File: src/aes_ram.sv
// Generic simple dual-port synchronous RAM (one write port, one read port) with registered read.
// No dependencies.
module aes_ram #(
    parameter int WIDTH = 64,
    parameter int DEPTH = 30
) (
    input  logic                     i_clk,
    input  logic                     i_we,
    input  logic [$clog2(DEPTH)-1:0] i_waddr,
    input  logic [WIDTH-1:0]         i_wdata,
    input  logic [$clog2(DEPTH)-1:0] i_raddr,
    output logic [WIDTH-1:0]         o_rdata
);
    logic [WIDTH-1:0] r_mem [DEPTH];

    always_ff @(posedge i_clk) begin
        if (i_we) begin
            r_mem[i_waddr] <= i_wdata;
        end
        o_rdata <= r_mem[i_raddr];
    end
endmodule

File: config.mk
export PLATFORM = sky130hd
export DESIGN_NAME = aes_ram
export DESIGN_NICKNAME = d
export VERILOG_FILES = /design/src/aes_ram.sv
export SDC_FILE = /design/constraint.sdc
export NUM_CORES = 2
export LEC_CHECK = 0
export ABC_AREA = 1
export BUFFER_PORTS_ARGS = -buffer_cell sky130_fd_sc_hd__buf_2
export CAP_MARGIN = 20
export CORE_UTILIZATION = 35
export CTS_BUF_LIST = sky130_fd_sc_hd__clkbuf_8
export CTS_CLUSTER_DIAMETER = 200
export DETAILED_ROUTE_END_ITERATION = 16
export PLACE_DENSITY = 0.6
export SLEW_MARGIN = 20
export SYNTH_ARGS = -nofsm -noshare
export SYNTH_HDL_FRONTEND = slang
export SYNTH_SLANG_ARGS = --single-unit
File: constraint.sdc
create_clock -name i_clk -period 4.7 [get_ports i_clk]
set_input_delay 0.705 -clock i_clk [delete_from_list [all_inputs] [get_ports i_clk]]
set_output_delay 0.705 -clock i_clk [all_outputs]
set_load 0.02 [all_outputs]
; Yosys cells after proc, flatten, opt, wreduce, memory -nomap -nowiden
; Memory sizes are Yosys's and may differ from the RTL's. A register that Yosys moved wholly into a read port is not among the register bits.
; Cells that the tools add are included.
[totals]
regBits = 0
ramBits = 1920
in_bits = 76
out_inout_bits = 64
wordCells = 3
memories = 1
[mem_list]
columns = memory, depth, width, read_ports, rd_ports_with_merged_regs, write_ports, line_no
row1 = r_mem, 30, 64, 1, 1, 1, 14  ; logic [WIDTH-1:0] r_mem [DEPTH];
[classes]
muxes = 2
[op_table]
columns = cell, n
row1 = 1-bit 2-to-1 mux, 2

; Logic depth before layout (Yosys ltp)
[logic_depth]
ltp_word = 2
depth_mapped = 13
depth_no_buf = 9

; Least setup slack after synthesis
; Ideal clock, no wire load.
[synth_timing]
path_type = input to register
start = in i_waddr[1]
end = mem r_mem[0][0] (enable)
t_arrival_ps = 3682
setup_slack_ps = 531
path_stages = 3
path_cell_list = inv_1 > nand3_1 > nor2_1
[synth_rtl]
columns = item, line_no
row1 = "start, declared", 9  ; input logic [$clog2(DEPTH)-1:0] i_waddr,
row2 = "end, declared", 14
; No word-level cell before the write port.

; Worst setup path in the final report
[layout_timing]
start = reg o_rdata[21] (read register of r_mem)
end = out o_rdata[21]
[layout_rtl]
columns = item, line_no
row1 = "start, declared", 12  ; output logic [WIDTH-1:0] o_rdata
; No word-level cell between the ends.

==> flow_summary.yaml <==
status:
  status: "completed"
route:
  first_pass_iters: 6
  viasPerCell: 5.11
  antenna_left: 0
  totalWireLength_um: 220000
  drt-wirelength-per-cell_um: 21.8
  vias: 51432
  route.detailed.drc: 0
  initialDrtViolationCount: 4965
worst_setup_path:
  crit_family: "flip-flops"
  crit_fanout: 2
  worst_ep_arrival_time_ns: 1.91
  r2r-start: "r_mem[20][16]$_DFFE_PP_"
  path_buf_inv: 1
  endpoint: "o_rdata[21]"
  rr_endpoint: "o_rdata[16]$_DFF_P_"
  crit_chain: "buf_2"
  reg2reg_depth: 8
  end_kind: "primary output"
  cp.depth: 1
  crit_start: "o_rdata[21]$_DFF_P_"
  slowest_delay_ns: 0.64
  start_kind: "flip-flop"
  criticalPathCategory: "reg2out"
  required_ns: 3.99
  r2r_slack_ns: 3.36
  crit_path_top_delay_cell: "dfxtp_1"
layout:
  seqCellArea_um2: 58900
  multi_input_area_um2: 17700
  fin_util_pct: 39.5
  finalInstanceArea_um2: 88800
  nFillCells: 21256
  drive_gt1_share_pct: 9.58
  finalNetCount: 6912
  area_growth_pct: 12.3
clock_network:
  post_cts_resized: 0
  clock-sinks: 1984
  cts_buffers: 324
  cts_tree: "done"
  postCtsSetupBuffers: 0
  clock_latency_ns: 1.06
  h-tree-depth: 5
  cts_root_buf: "clkbuf_8"
  cts_buffer_depth: 4
  path_clk_slew_ns: 0.06
  hold_buffers: 0
sta:
  final.min_clock_period_ns: 2.61
  finalHoldViolCount: 0
  slew_headroom_pct: 28.3
  fmax_mhz: 383
  setup_viol: 0
  fin_crit_sh_pct: 55.6
  slew_violations: 0
  rsz0062_at_grt: "false"
  finalSetupTns_ns: 0
  tightest_slew_ns: 1.08
  clock_skew_ns: 0.0599
synthesis:
  yosysWarnings: 0
  ys_ff_latch: 1984
  synthesis.area_um2: 79100
  synth_cell_types: 16
  ys.flop_type: "edfxtp_1"
  synth_edf_count: 1920
  netlist_top_cells_count: "nand2_1, edfxtp_1, nand3_1"
  syn_nets: 6736
  synth.most_common_cell: "nand2_1"
  synth.area.top_cells: "edfxtp_1, nand2_1, nand3_1, dfxtp_1, buf_2"
  synth.top_cell.area_share_pct: 72.9
  ys_async_sr_fraction_pct: 0
  netlist_instances: 6660
  yosysTopAreaCell: "edfxtp_1"
  avgSynthCellArea_um2: 11.9
  seq_area_frac_synth_pct: 74.5
flow_run:
  cap_violations: 0
placement:
  io_buffers: 139
  gp_congestion: 0.795
  dpl.hpwl_um: 111000
  placed_cell_area_um2: 83000
global_route:
  grt.overflow.total: 0
  antenna_found_initial: 40
  grt_pass1_vias: 49725
  grt_util_all_layers_pct: 18.9
  grt_start_max_net_pins: 161
  grt_pass1_wl_um: 324000
floorplan:
  io_pins: 140
  start_util_pct: 35.2
  die_area_um2: 228000
  rows: 174
  fp.dieW_um: 477
  core_um2: 225000
  die_y_um: 477
worst_hold_path:
  min_path_type: "in2reg"
pwr:
  p_leak_nw: 32.8
  powerDensity_nw_per_um2: 405
  ir_drop_mv: 0.340
worst register-to-register path, cell delays in order (launching register included):
cell,delay [ns]
edfxtp_1,0.37
nand2_1,0.08
nand3_1,0.09
nand3_1,0.15
nand2_1,0.08
nand2_1,0.06
nand2_1,0.06
nand2_1,0.05
nand2_1,0.20
cells in the final DEF (no fill, tap or decap), types with 20 or more instances in the layout:
cell,netlist,layout
nor2_1,70,40
buf_12,1,44
clkbuf_8,0,355
nand3_1,1417,1417
dfxtp_1,64,64
buf_4,29,76
edfxtp_1,1920,1920
o21ai_0,20,20
nand2_1,2678,2678
inv_1,77,197
buf_2,206,134
nor2_4,0,30
clkinv_1,0,54
per-layer routing:
layer  GRT usage [%]  part of all wire (%)  vias to the layer above
li1                -                     -                    23524
met3            4.00                   8.0                      433
met1            26.1                    43                    25377
met5               0                 0.061                        -
met2            29.2                    45                     2076
met4            6.68                   3.2                       22
per-stage QoR:
stage                     total power, W  worst slack (ns)  cells  hold slack [ns]
after global routing              0.0371              2.01  10065            0.111
final                             0.0359              2.09  10072            0.137
after floorplan                   0.0215             0.531   6660            0.562
after CTS                         0.0362              1.98  10059           0.0458
after detailed placement          0.0224              1.52   9502            0.612
after global placement            0.0224              1.52   9502            0.596
area by class of cell:
type / instances / area share, %
multi-input combinational: 4185 / 20.0
tap: 2992 / 4.22
clock buffer: 355 / 5.50
timing repair buffer: 259 / 2.47
antenna: 13 / 0.0366
sequential: 1984 / 66.4
clock inverter: 202 / 1.05
inverter: 82 / 0.393
state kept, by name, indices dropped and copies added (netlist names):
signal / count
o_rdata: 64
r_mem: 1920
where the power goes:
group	internal, W	switching, W	leakage [nW]
sequential	0.0197	0.000133	17.8
clock	0.00716	0.00671	3.43
combinational	0.000567	0.00170	11.6
cells by family after synthesis:
| group | count (synthesis) | share of synthesized area, % |
|---|---|---|
| AND/OR/NAND/NOR | 4165 | 22.0 |
| flip-flops | 1984 | 74.5 |
| buffers and inverters | 491 | 3.37 |
| AO/OA/AOI/OAI | 20 | 0.127 |
worst min path at each step:
stage / from / slack (ns) / end / depth (start not counted)
after floorplan: r_mem[29][10]$_DFFE_PP_ / 0.56 / o_rdata[10]$_DFF_P_ / 4
final: i_wdata[4] / 0.14 / r_mem[17][4]$_DFFE_PP_ / 1
after CTS: i_wdata[4] / 0.05 / r_mem[17][4]$_DFFE_PP_ / 1
after global placement: r_mem[29][6]$_DFFE_PP_ / 0.60 / o_rdata[6]$_DFF_P_ / 4
after detailed placement: r_mem[29][2]$_DFFE_PP_ / 0.61 / o_rdata[2]$_DFF_P_ / 4
after global routing: i_wdata[4] / 0.11 / r_mem[20][4]$_DFFE_PP_ / 1
(Power assumes the default switching activity.)
